$ cat src/design/qom_pkg.sv
package qom_pkg;

  // Operation carried by an event.
  typedef enum logic {
    OP_ENTER = 1'b0,
    OP_LEAVE = 1'b1
  } op_t;

  // Status reported with every result.
  typedef enum logic [1:0] {
    ST_OK           = 2'd0,
    ST_EMPTY_REMOVE = 2'd1,
    ST_FULL_INSERT  = 2'd2,
    ST_TIME_BACK    = 2'd3
  } status_t;

  // Fixed field widths of the ports.
  localparam int SEL_W  = 2;
  localparam int TS_W   = 32;
  localparam int OCC_W  = 16;
  localparam int SUM_W  = 64;
  localparam int IDLE_W = 32;

  // Depths of the queue between front and back, and of the result queue.
  localparam int MID_DEPTH = 2;
  localparam int OUT_DEPTH = 4;
  localparam int OUT_LVL_W = $clog2(OUT_DEPTH + 1);

  // Saturation limits.
  localparam logic [IDLE_W-1:0] IDLE_MAX = {IDLE_W{1'b1}};
  localparam logic [SUM_W-1:0]  SUM_MAX  = {SUM_W{1'b1}};

  // Classified event handed from the front to the back.
  typedef struct packed {
    op_t              op;
    logic             hit;
    logic [SEL_W-1:0] qsel;
    logic [TS_W-1:0]  ts;
  } event_t;

  // One finished result.
  typedef struct packed {
    logic [OCC_W-1:0]  occupancy;
    logic [OCC_W-1:0]  peak;
    logic [SUM_W-1:0]  weighted_sum;
    logic [IDLE_W-1:0] idle_time;
    status_t           status;
  } result_t;

endpackage

$ cat src/design/qom_front.sv
module qom_front #(
  parameter int NUM_QUEUES = 3
) (
  input  logic                        clk,
  input  logic                        rst_n,
  input  logic                        in_push,
  output logic                        in_full,
  input  logic                        in_op,
  input  logic [qom_pkg::SEL_W-1:0]   in_queue_sel,
  input  logic [qom_pkg::TS_W-1:0]    in_timestamp,
  output logic                        ev_valid,
  output qom_pkg::event_t             ev,
  input  logic                        ev_take
);
  import qom_pkg::*;

  localparam int MPW = (MID_DEPTH > 1) ? $clog2(MID_DEPTH) : 1;
  localparam int MCW = $clog2(MID_DEPTH + 1);

  event_t           mem_r [MID_DEPTH];
  logic [MPW-1:0]   wr_ptr_r, wr_ptr_nxt;
  logic [MPW-1:0]   rd_ptr_r, rd_ptr_nxt;
  logic [MCW-1:0]   cnt_r, cnt_nxt;
  logic             do_push, do_pop;
  event_t           ev_in;

  // Classify the incoming transaction: mark whether the queue exists.
  always_comb begin
    ev_in.op   = op_t'(in_op);
    ev_in.hit  = int'(in_queue_sel) < NUM_QUEUES;
    ev_in.qsel = in_queue_sel;
    ev_in.ts   = in_timestamp;
  end

  assign in_full  = (cnt_r == MCW'(MID_DEPTH));
  assign do_push  = in_push && !in_full;
  assign ev_valid = (cnt_r != '0);
  assign do_pop   = ev_take && ev_valid;
  assign ev       = mem_r[rd_ptr_r];

  // Pointer and fill count updates.
  always_comb begin
    wr_ptr_nxt = wr_ptr_r;
    rd_ptr_nxt = rd_ptr_r;
    cnt_nxt    = cnt_r;
    if (do_push) begin
      wr_ptr_nxt = (wr_ptr_r == MPW'(MID_DEPTH - 1)) ? '0 : wr_ptr_r + 1'b1;
    end
    if (do_pop) begin
      rd_ptr_nxt = (rd_ptr_r == MPW'(MID_DEPTH - 1)) ? '0 : rd_ptr_r + 1'b1;
    end
    if (do_push && !do_pop) begin
      cnt_nxt = cnt_r + 1'b1;
    end else if (do_pop && !do_push) begin
      cnt_nxt = cnt_r - 1'b1;
    end
  end

  always_ff @(posedge clk) begin
    if (!rst_n) begin
      wr_ptr_r <= '0;
      rd_ptr_r <= '0;
      cnt_r    <= '0;
    end else begin
      wr_ptr_r <= wr_ptr_nxt;
      rd_ptr_r <= rd_ptr_nxt;
      cnt_r    <= cnt_nxt;
    end
  end

  // Event storage.
  always_ff @(posedge clk) begin
    if (do_push) begin
      mem_r[wr_ptr_r] <= ev_in;
    end
  end

endmodule

$ cat src/design/qom_back.sv
module qom_back #(
  parameter int NUM_QUEUES  = 3,
  parameter int COUNT_WIDTH = 16,
  parameter int TIME_WIDTH  = 32
) (
  input  logic                            clk,
  input  logic                            rst_n,
  input  logic                            ev_valid,
  input  qom_pkg::event_t                 ev,
  output logic                            ev_take,
  input  logic [qom_pkg::OUT_LVL_W-1:0]   out_level,
  output logic                            res_valid,
  output qom_pkg::result_t                res
);
  import qom_pkg::*;

  localparam int QW = (NUM_QUEUES > 1) ? $clog2(NUM_QUEUES) : 1;
  localparam int CW = COUNT_WIDTH;
  localparam int TW = TIME_WIDTH;
  localparam int PW = CW + TW;
  localparam int MW = (PW > SUM_W) ? PW : SUM_W;
  localparam int IW = ((TW > IDLE_W) ? TW : IDLE_W) + 1;

  // Per-queue state.
  logic [CW-1:0]     count_r  [NUM_QUEUES];
  logic [CW-1:0]     peak_r   [NUM_QUEUES];
  logic [TW-1:0]     last_r   [NUM_QUEUES];
  logic [IDLE_W-1:0] idle_r   [NUM_QUEUES];
  logic [SUM_W-1:0]  wsum_r   [NUM_QUEUES];

  // Stage B registers.
  logic              b_valid_r;
  logic              b_hit_r;
  logic [QW-1:0]     b_idx_r;
  logic [CW-1:0]     b_cnt_r;
  logic [TW-1:0]     b_ivl_r;
  logic              b_empty_r;
  logic [OCC_W-1:0]  b_occ_r;
  logic [OCC_W-1:0]  b_peak_r;
  status_t           b_stat_r;

  // Stage C registers.
  logic              c_valid_r;
  logic              c_hit_r;
  logic [QW-1:0]     c_idx_r;
  logic [SUM_W-1:0]  c_prod_r;
  logic [OCC_W-1:0]  c_occ_r;
  logic [OCC_W-1:0]  c_peak_r;
  logic [IDLE_W-1:0] c_idle_r;
  status_t           c_stat_r;

  // Stage A signals.
  logic [QW-1:0]     a_idx;
  logic [TW-1:0]     a_now;
  logic [TW-1:0]     a_last;
  logic [CW-1:0]     a_cnt;
  logic [CW-1:0]     a_pk;
  logic              a_back;
  logic [TW-1:0]     a_ivl;
  logic [CW-1:0]     a_cnt_nxt;
  logic [CW-1:0]     a_pk_nxt;
  status_t           a_stat;
  logic              a_upd;

  // Stage B signals.
  logic [IDLE_W-1:0] b_idle_old;
  logic [IW-1:0]     b_idle_sum;
  logic [IDLE_W-1:0] b_idle_nxt;
  logic [PW-1:0]     b_prod_full;
  logic [MW-1:0]     b_prod_ext;
  logic [SUM_W-1:0]  b_prod_sat;

  // Stage C signals.
  logic [SUM_W:0]    c_sum;
  logic [SUM_W-1:0]  c_wsum_nxt;

  // Issue only while the result queue has room for everything in flight.
  assign ev_take = ev_valid &&
                   ((int'(out_level) + int'(b_valid_r) + int'(c_valid_r)) < OUT_DEPTH);
  assign a_upd   = ev_take && ev.hit;

  // Stage A: interval, occupancy and peak for the selected queue.
  always_comb begin
    a_idx     = QW'(ev.qsel);
    a_now     = TW'(ev.ts);
    a_last    = last_r[a_idx];
    a_cnt     = count_r[a_idx];
    a_pk      = peak_r[a_idx];
    a_back    = a_now < a_last;
    a_ivl     = a_back ? '0 : a_now - a_last;
    a_stat    = a_back ? ST_TIME_BACK : ST_OK;
    a_cnt_nxt = a_cnt;
    a_pk_nxt  = a_pk;
    if (ev.op == OP_ENTER) begin
      if (a_cnt == {CW{1'b1}}) begin
        if (!a_back) begin
          a_stat = ST_FULL_INSERT;
        end
      end else begin
        a_cnt_nxt = a_cnt + 1'b1;
      end
      if (a_cnt_nxt > a_pk) begin
        a_pk_nxt = a_cnt_nxt;
      end
    end else begin
      if (a_cnt == '0) begin
        if (!a_back) begin
          a_stat = ST_EMPTY_REMOVE;
        end
      end else begin
        a_cnt_nxt = a_cnt - 1'b1;
      end
    end
  end

  always_ff @(posedge clk) begin
    if (!rst_n) begin
      for (int i = 0; i < NUM_QUEUES; i++) begin
        count_r[i] <= '0;
        peak_r[i]  <= '0;
        last_r[i]  <= '0;
      end
    end else if (a_upd) begin
      count_r[a_idx] <= a_cnt_nxt;
      peak_r[a_idx]  <= a_pk_nxt;
      if (!a_back) begin
        last_r[a_idx] <= a_now;
      end
    end
  end

  // Stage B control.
  always_ff @(posedge clk) begin
    if (!rst_n) begin
      b_valid_r <= 1'b0;
    end else begin
      b_valid_r <= ev_take;
    end
  end

  // Stage B payload.
  always_ff @(posedge clk) begin
    if (ev_take) begin
      b_hit_r   <= ev.hit;
      b_idx_r   <= a_idx;
      b_cnt_r   <= a_cnt;
      b_ivl_r   <= a_ivl;
      b_empty_r <= (a_cnt == '0);
      b_occ_r   <= OCC_W'(a_cnt_nxt);
      b_peak_r  <= OCC_W'(a_pk_nxt);
      b_stat_r  <= a_stat;
    end
  end

  // Stage B: idle accumulation and the occupancy-interval product.
  always_comb begin
    b_idle_old  = idle_r[b_idx_r];
    b_idle_sum  = IW'(b_idle_old) + IW'(b_ivl_r);
    b_idle_nxt  = (b_idle_sum > IW'(IDLE_MAX)) ? IDLE_MAX : b_idle_sum[IDLE_W-1:0];
    b_prod_full = PW'(b_cnt_r) * PW'(b_ivl_r);
    b_prod_ext  = MW'(b_prod_full);
    b_prod_sat  = (b_prod_ext > MW'(SUM_MAX)) ? SUM_MAX : b_prod_ext[SUM_W-1:0];
  end

  always_ff @(posedge clk) begin
    if (!rst_n) begin
      for (int i = 0; i < NUM_QUEUES; i++) begin
        idle_r[i] <= '0;
      end
    end else if (b_valid_r && b_hit_r && b_empty_r) begin
      idle_r[b_idx_r] <= b_idle_nxt;
    end
  end

  // Stage C control.
  always_ff @(posedge clk) begin
    if (!rst_n) begin
      c_valid_r <= 1'b0;
    end else begin
      c_valid_r <= b_valid_r;
    end
  end

  // Stage C payload.
  always_ff @(posedge clk) begin
    if (b_valid_r) begin
      c_hit_r  <= b_hit_r;
      c_idx_r  <= b_idx_r;
      c_prod_r <= b_prod_sat;
      c_occ_r  <= b_occ_r;
      c_peak_r <= b_peak_r;
      c_idle_r <= b_empty_r ? b_idle_nxt : b_idle_old;
      c_stat_r <= b_stat_r;
    end
  end

  // Stage C: saturating weighted-sum accumulation.
  always_comb begin
    c_sum      = {1'b0, wsum_r[c_idx_r]} + {1'b0, c_prod_r};
    c_wsum_nxt = c_sum[SUM_W] ? SUM_MAX : c_sum[SUM_W-1:0];
  end

  always_ff @(posedge clk) begin
    if (!rst_n) begin
      for (int i = 0; i < NUM_QUEUES; i++) begin
        wsum_r[i] <= '0;
      end
    end else if (c_valid_r && c_hit_r) begin
      wsum_r[c_idx_r] <= c_wsum_nxt;
    end
  end

  // A transaction for a queue that does not exist reports all zeros.
  always_comb begin
    res_valid = c_valid_r;
    if (c_hit_r) begin
      res.occupancy    = c_occ_r;
      res.peak         = c_peak_r;
      res.weighted_sum = c_wsum_nxt;
      res.idle_time    = c_idle_r;
      res.status       = c_stat_r;
    end else begin
      res.occupancy    = '0;
      res.peak         = '0;
      res.weighted_sum = '0;
      res.idle_time    = '0;
      res.status       = ST_OK;
    end
  end

endmodule

$ cat src/design/qom_out_fifo.sv
module qom_out_fifo (
  input  logic                            clk,
  input  logic                            rst_n,
  input  logic                            res_valid,
  input  qom_pkg::result_t                res,
  input  logic                            pop,
  output logic                            empty,
  output qom_pkg::result_t                head,
  output logic [qom_pkg::OUT_LVL_W-1:0]   level
);
  import qom_pkg::*;

  localparam int PTW = (OUT_DEPTH > 1) ? $clog2(OUT_DEPTH) : 1;

  result_t               mem_r [OUT_DEPTH];
  logic [PTW-1:0]        wr_ptr_r, wr_ptr_nxt;
  logic [PTW-1:0]        rd_ptr_r, rd_ptr_nxt;
  logic [OUT_LVL_W-1:0]  cnt_r, cnt_nxt;
  logic                  do_pop;

  assign empty  = (cnt_r == '0);
  assign level  = cnt_r;
  assign head   = mem_r[rd_ptr_r];
  assign do_pop = pop && !empty;

  // The back part never issues past the free space, so a write always fits.
  always_comb begin
    wr_ptr_nxt = wr_ptr_r;
    rd_ptr_nxt = rd_ptr_r;
    cnt_nxt    = cnt_r;
    if (res_valid) begin
      wr_ptr_nxt = (wr_ptr_r == PTW'(OUT_DEPTH - 1)) ? '0 : wr_ptr_r + 1'b1;
    end
    if (do_pop) begin
      rd_ptr_nxt = (rd_ptr_r == PTW'(OUT_DEPTH - 1)) ? '0 : rd_ptr_r + 1'b1;
    end
    if (res_valid && !do_pop) begin
      cnt_nxt = cnt_r + 1'b1;
    end else if (do_pop && !res_valid) begin
      cnt_nxt = cnt_r - 1'b1;
    end
  end

  always_ff @(posedge clk) begin
    if (!rst_n) begin
      wr_ptr_r <= '0;
      rd_ptr_r <= '0;
      cnt_r    <= '0;
    end else begin
      wr_ptr_r <= wr_ptr_nxt;
      rd_ptr_r <= rd_ptr_nxt;
      cnt_r    <= cnt_nxt;
    end
  end

  // Result storage.
  always_ff @(posedge clk) begin
    if (res_valid) begin
      mem_r[wr_ptr_r] <= res;
    end
  end

endmodule

$ cat src/design/queue_occupancy_monitor.sv
// Time-weighted occupancy monitor for up to NUM_QUEUES queues. Each input
// transaction is an enter or leave event with a tick timestamp; it returns one
// result with the queue's occupancy, peak, saturating weighted sum, idle time and
// a status code. The block takes one event per clock cycle while the result queue
// has room for all results in flight, back-to-back events to one queue included;
// an event passes the stage B and C registers before its result is written into
// the result queue. The rate is set by the per-queue read-modify-write kept inside
// each back-end stage (count and peak, then idle time and the
// count-by-interval multiply, then the weighted-sum add). Two-entry input and
// four-entry result queues let the sides stall independently. Events for a queue
// number at or above NUM_QUEUES change nothing and return all zeros.
module queue_occupancy_monitor #(
  parameter int NUM_QUEUES  = 3,
  parameter int COUNT_WIDTH = 16,
  parameter int TIME_WIDTH  = 32
) (
  input  logic                         clk,
  input  logic                         rst_n,
  input  logic                         push,
  output logic                         full,
  input  logic                         in_op,
  input  logic [qom_pkg::SEL_W-1:0]    in_queue_sel,
  input  logic [qom_pkg::TS_W-1:0]     in_timestamp,
  output logic                         empty,
  input  logic                         pop,
  output logic [qom_pkg::OCC_W-1:0]    out_occupancy,
  output logic [qom_pkg::OCC_W-1:0]    out_peak,
  output logic [qom_pkg::SUM_W-1:0]    out_weighted_sum,
  output logic [qom_pkg::IDLE_W-1:0]   out_idle_time,
  output logic [1:0]                   out_status
);
  import qom_pkg::*;

  logic                  ev_valid;
  event_t                ev;
  logic                  ev_take;
  logic [OUT_LVL_W-1:0]  out_level;
  logic                  res_valid;
  result_t               res;
  result_t               head;

  // Front: accept and classify events.
  qom_front #(
    .NUM_QUEUES (NUM_QUEUES)
  ) u_front (
    .clk          (clk),
    .rst_n        (rst_n),
    .in_push      (push),
    .in_full      (full),
    .in_op        (in_op),
    .in_queue_sel (in_queue_sel),
    .in_timestamp (in_timestamp),
    .ev_valid     (ev_valid),
    .ev           (ev),
    .ev_take      (ev_take)
  );

  // Back: per-queue statistics pipeline.
  qom_back #(
    .NUM_QUEUES  (NUM_QUEUES),
    .COUNT_WIDTH (COUNT_WIDTH),
    .TIME_WIDTH  (TIME_WIDTH)
  ) u_back (
    .clk       (clk),
    .rst_n     (rst_n),
    .ev_valid  (ev_valid),
    .ev        (ev),
    .ev_take   (ev_take),
    .out_level (out_level),
    .res_valid (res_valid),
    .res       (res)
  );

  // Result queue.
  qom_out_fifo u_out_fifo (
    .clk       (clk),
    .rst_n     (rst_n),
    .res_valid (res_valid),
    .res       (res),
    .pop       (pop),
    .empty     (empty),
    .head      (head),
    .level     (out_level)
  );

  assign out_occupancy    = head.occupancy;
  assign out_peak         = head.peak;
  assign out_weighted_sum = head.weighted_sum;
  assign out_idle_time    = head.idle_time;
  assign out_status       = head.status;

endmodule

$ cat config.mk
export PLATFORM = sky130hd
export DESIGN_NAME = queue_occupancy_monitor
export DESIGN_NICKNAME = d
export VERILOG_FILES = /design/src/design/qom_pkg.sv /design/src/design/qom_front.sv /design/src/design/qom_back.sv /design/src/design/qom_out_fifo.sv /design/src/design/queue_occupancy_monitor.sv
export SDC_FILE = /design/constraint.sdc
export NUM_CORES = 2
export LEC_CHECK = 0
export ABC_CLOCK_PERIOD_IN_PS = 28600
export BUFFER_PORTS_ARGS = -buffer_cell sky130_fd_sc_hd__buf_2
export CORE_MARGIN = 2
export CORE_UTILIZATION = 35
export DETAILED_ROUTE_END_ITERATION = 16
export GPL_TIMING_DRIVEN = 0
export PLACE_DENSITY = 0.62
export SYNTH_ARGS = -nofsm -noshare
export SYNTH_HDL_FRONTEND = slang
export SYNTH_HIERARCHICAL = 1
export SYNTH_SLANG_ARGS = --single-unit
export TNS_END_PERCENT = 50
$ cat constraint.sdc
create_clock -name clk -period 28.6 [get_ports clk]
set_input_delay 5.72 -clock clk [delete_from_list [all_inputs] [get_ports clk]]
set_output_delay 5.72 -clock clk [all_outputs]
set_load 0.05 [all_outputs]
Word level (Yosys, flattened, before mapping)
Memories as Yosys holds them, arrays and structs flattened. A register that Yosys moved wholly into a read port is not among the register bits. Cells that the tools add are included.

$add $sub $neg: 15. Multipliers: 1. $lt $le $gt $ge: 5. Eq/ne operators: 4. Multiplexer cells: 63. Reductions and logical operators: 28.

Operators with widths (count): 2-to-1 mux 130 bit (1); 2-to-1 mux 16 bit (8); 2-to-1 mux 32 bit (4); 2-to-1 mux 64 bit (2); adder 64 x 48 -> 65 bit (1); OR reduction 32 bit (2); OR reduction 64 bit (1); multiplier 16 x 32 -> 48 bit (1); 2-to-1 mux 2 bit (19); adder 32 x 32 -> 33 bit (1); > comparator 33 x 32 -> 1 bit (second input constant) (1); adder 32 x 2 -> 32 bit (1); < comparator 32 bit (1); < comparator 32 x 4 -> 1 bit (second input constant) (1); OR reduction 16 bit (2); subtractor 32 bit (1); 2-to-1 mux 1 bit (27); adder 16 x 1 -> 16 bit (second input constant) (1); equality test 16 bit (second input constant) (1); > comparator 16 bit (1); logical NOT 16 bit (1); subtractor 16 x 1 -> 16 bit (second input constant) (1); logical AND 1 bit (12); adder 2 x 1 -> 2 bit (second input constant) (3); 11 further kinds (22).

Bits in registers: 216. Bits in writable memories: 1072. Output and inout port bits: 132. Word-level logic and storage cells: 146. Memories: 7.

Memories: u_out_fifo.mem_r (words 4, bits a word 130, read ports 1, clocked after Yosys merged registers in 1, write ports 1, RTL line qom_out_fifo.sv:15) `result_t mem_r [OUT_DEPTH];`; u_back.wsum_r (words 3, bits a word 64, read ports 1, clocked after Yosys merged registers in 1, write ports 3, RTL line qom_back.sv:29) `logic [SUM_W-1:0] wsum_r [NUM_QUEUES];`; u_back.idle_r (words 3, bits a word 32, read ports 1, clocked after Yosys merged registers in 1, write ports 3, RTL line qom_back.sv:28) `logic [IDLE_W-1:0] idle_r [NUM_QUEUES];`; u_back.last_r (words 3, bits a word 32, read ports 1, clocked after Yosys merged registers in 0, write ports 3, RTL line qom_back.sv:27) `logic [TW-1:0] last_r [NUM_QUEUES];`; u_front.mem_r (words 2, bits a word 36, read ports 1, clocked after Yosys merged registers in 1, write ports 1, RTL line qom_front.sv:20) `event_t mem_r [MID_DEPTH];`; u_back.count_r (words 3, bits a word 16, read ports 1, clocked after Yosys merged registers in 0, write ports 3, RTL line qom_back.sv:25) `logic [CW-1:0] count_r [NUM_QUEUES];`; +1 memories.

Depth between registers and ports, before layout
Depth after elaboration: 10. Gate-level depth with buffers: 26.

Modules after synthesis
The synthesis kept the hierarchy.

By module, submodules not included: qom_back (times used 1, cells an instance 5094, area an instance 57700.3 um^2, seq. area each 25434.4 um^2); qom_out_fifo (times used 1, cells an instance 724, area an instance 19312.3 um^2, seq. area each 15795.1 um^2); qom_front (times used 1, cells an instance 138, area an instance 2835.2 um^2, seq. area each 2262.2 um^2).

Least setup slack after synthesis
No wires, ideal clock.

Path kind: reg-to-reg. From: reg u_back.b_valid_r. To: mem u_back/last_r[0][0] (netlist bit) (enable). Setup time: 0.466 ns. Arrival: 9.601 ns. Required time: 28.134 ns. Path slack: 18.534 ns. Cell stages (with the launch flop): 12. Buffers on the path: 2. Clock period less this slack: 10.066 ns. Path through: dfxtp_1 > ha_1 > ha_1 > nand3_1 > o21ai_0 > and3_1 > clkbuf_1 > and2_1 > nand2_1 > or3_1 > clkbuf_1 > o21ai_0.

RTL lines: from (decl) (RTL line qom_back.sv:32) `logic b_valid_r;`; from (signal assigned) (RTL line qom_back.sv:137) `b_valid_r <= ev_take;`; to (decl) (RTL line qom_back.sv:27).

==> run metrics <==
worst hold path class reg2reg; WHS Endpoint u_back/c_peak_r[12]; worst relative slew slack 0.0733; core box area 227000 um2; initial antenna violation count 5; setup slack, reg-to-reg 20.01 ns; Mapped Nets ~6700; Die Y 482 um; hold-fix buffers at CTS 0; crit-path most repeated cell buf_2; Clock Pin Slew Worst Setup and Hold Paths roughly 0.060 ns; # rows 175; post-CTS resize count 0; Nets 7026; clk_skew 0.0812 ns; area leader, netlist edfxtp_1; GRT Residual Overflow 0; Ys Warns 6; R2R cell count 23; Required @ worst endpoint 22.88 ns; Hold Vio Cnt, Final 0; # H-tree levels 4; Crit path arrival time 3.01 ns; min Tclk post-route 8.73 ns; crit-path cells clkbuf_2 > buf_2 > mux4_2 > buf_2; post-synth cell types 86; min-delay src u_back/b_peak_r[12]; Skew-Pair Late Insertion Delay roughly 0.83 ns; CTS sink count roughly 1500; width of the die 482 um; share of layout cells above drive strength 1 0.136; GRT Total Usage 0.176; global-route wire length before repair around 300 mm; largest net degree at the start of global routing 71; 1st-iter DRT viols 4229; class of the most critical setup path reg2out; fin crit share 0.305; Syn Std Cell Area approximately 80000 um2; Worst Path Max Fanout 10; Placer Congestion 0.942; Post-synth EDFFs 1435; fmax 0.115 GHz; antenna-violating nets left 0; die area between 200000 and 250000 um2; post-synthesis sequential element count between 1000 and 1500; status completed; Final Max Slew Viols 0; Avg Vias per Cell 5.08; HPWL after detailed placement between 100 and 150 mm; routed vias 48014; Routed WL around 200 mm; synthesized instance count 5956; CTS Buffer Depth 3; Setup Fix Bufs, Post-CTS 0; sequential element share of the synthesized area 0.545; CTS tree done; Root Driver clkbuf_16; Synth Flop Type edfxtp_1; Num CTS Buffers 150; DR pass1 iterations 6; top-area cell type share of the netlist area 0.540; Post-Syn Area per Cell around 13 um2; crit path launch type register; post-route DRC violation count 0; Setup TNS Final 0 ns; Worst Tran Pin Value 1.39 ns; vias in the first global route 49626; PortBufs 170; wire per inst 21.6 um; CP max-delay cell clkbuf_2; Starting Density 0.352; RSZ-0062 raised after global routing no; RR Endpoint u_back/last_r[2][15]; Post-synth ARST share 0; max_cap viols 0; I/O pin count ~170; area grow syn2layout 13.2%; Worst path max stage delay about 0.6 ns; main area contributors after synthesis edfxtp_1 (54%), fa_1 (11%), mux4_2 (8.2%); hold depth 0; Worst setup EP type output pin; final count of negative-setup-slack endpoints 0
[per-layer routing]
layer | wire [um] | global-route usage | up-vias
li1 | - | - | 21608
met1 | 89300 | 0.245 | 24506
met2 | 95300 | 0.281 | 1564
met3 | 13500 | 0.0304 | 336
met4 | 6160 | 0.0526 | 0
met5 | 0 | 0 | -
[cell type report]
type,instances,area [um2]
Buffer,286,1360
Tap cell,3009,3760
Multi-Input combinational cell,3572,32700
Antenna cell,6,15.0
Sequential cell,1455,43500
Inverter,643,2410
Clock buffer,180,3930
Timing Repair Buffer,198,1550
Clock inverter,97,1180
Fill cell,21113,137000
[flip-flops by register name, summed over array words and instances, names as in the netlist, 2 cells and up, named ones only]
register             cells
u_back/c_stat_r          2
u_back/count_r          64
u_back/b_cnt_r          16
u_front/cnt_r            2
u_back/b_stat_r          2
u_back/b_ivl_r          32
u_back/c_occ_r          16
u_back/c_peak_r         16
u_back/peak_r           64
u_out_fifo/level         3
u_back/b_peak_r         16
u_front/mem_r           72
u_out_fifo/rd_ptr_r      2
u_back/idle_r          128
u_back/c_prod_r         48
u_back/c_idx_r           2
u_back/wsum_r          256
u_out_fifo/mem_r       520
u_out_fifo/wr_ptr_r      2
u_back/b_occ_r          16
u_back/c_idle_r         32
u_back/b_idx_r           2
u_back/last_r          128
[cells by family after synthesis]
logic type,share of synthesized area
mux,0.0922
xor+xnor,0.0181
compound gates,0.0495
flops,0.545
buf+inv,0.0472
simple gates,0.102
fa+ha+maj,0.146
[worst max-delay path: cells and delay by family (launching register included)]
| family | cells | cell delay [ns] |
|---|---|---|
| buffers and inverters | 3 | 1.26 |
| DFF | 1 | 0.48 |
| muxes | 1 | 0.44 |
[placed cells by master, fill, tap and decap left out, types with 96 or more instances in the layout]
master	synthesis	final
a21oi_1	201	201
nor2_1	661	661
buf_2	23	193
and2_1	384	380
clkbuf_1	213	236
ha_1	259	259
a21o_1	96	96
edfxtp_1	1435	1435
fa_1	422	422
nand2_1	452	443
mux4_2	289	289
clkbuf_16	0	151
inv_1	640	640
[worst max path at each step]
stage                     cells after the start              from                    to
after floorplan                              11  u_back/b_valid_r   u_back/last_r[0][0]
after global placement                       11  u_back/b_valid_r   u_back/last_r[0][5]
after detailed placement                      8             rst_n  u_back/wsum_r[2][20]
after CTS                                     4          register  out_weighted_sum[21]
after global routing                         23          register  u_back/last_r[2][15]
final                                         4          register      out_occupancy[7]
[stage by stage]
| step | hold WS [ns] | utilization | setup slack, ns | std cells | cell area (um2) |
|---|---|---|---|---|---|
| after floorplan | 0.400 | - | 18.53 | 5956 | 79800 |
| after global placement | 0.405 | 0.372 | 13.37 | 9135 | 84500 |
| after detailed placement | 0.405 | 0.376 | 19.45 | 9163 | 85300 |
| after CTS | 0.406 | 0.398 | 19.74 | 9440 | 90400 |
| after global routing | 0.419 | 0.398 | 19.37 | 9441 | 90400 |
| final | 0.405 | 0.398 | 19.87 | 9446 | 90400 |
[Yosys cell counts (23+ instances only)]
cell	n
mux2i_1	36
fa_1	422
clkbuf_1	213
a31oi_1	26
nand3_1	48
buf_2	23
nand4_1	32
nor2b_1	27
edfxtp_1	1435
nand2b_1	27
mux2_2	44
and2_1	384
nand2_1	452
nor2_1	661
buf_1	25
o21a_1	29
ha_1	259
inv_1	640
mux4_2	289
o21ai_0	97
and3_1	25
xnor2_1	91
a21o_1	96
a21oi_1	201
nor3_1	31
a211oi_1	26
xor2_1	67
Power is not shown: default switching activity piles up to over one toggle a cycle in this logic, so the estimate is an artifact.
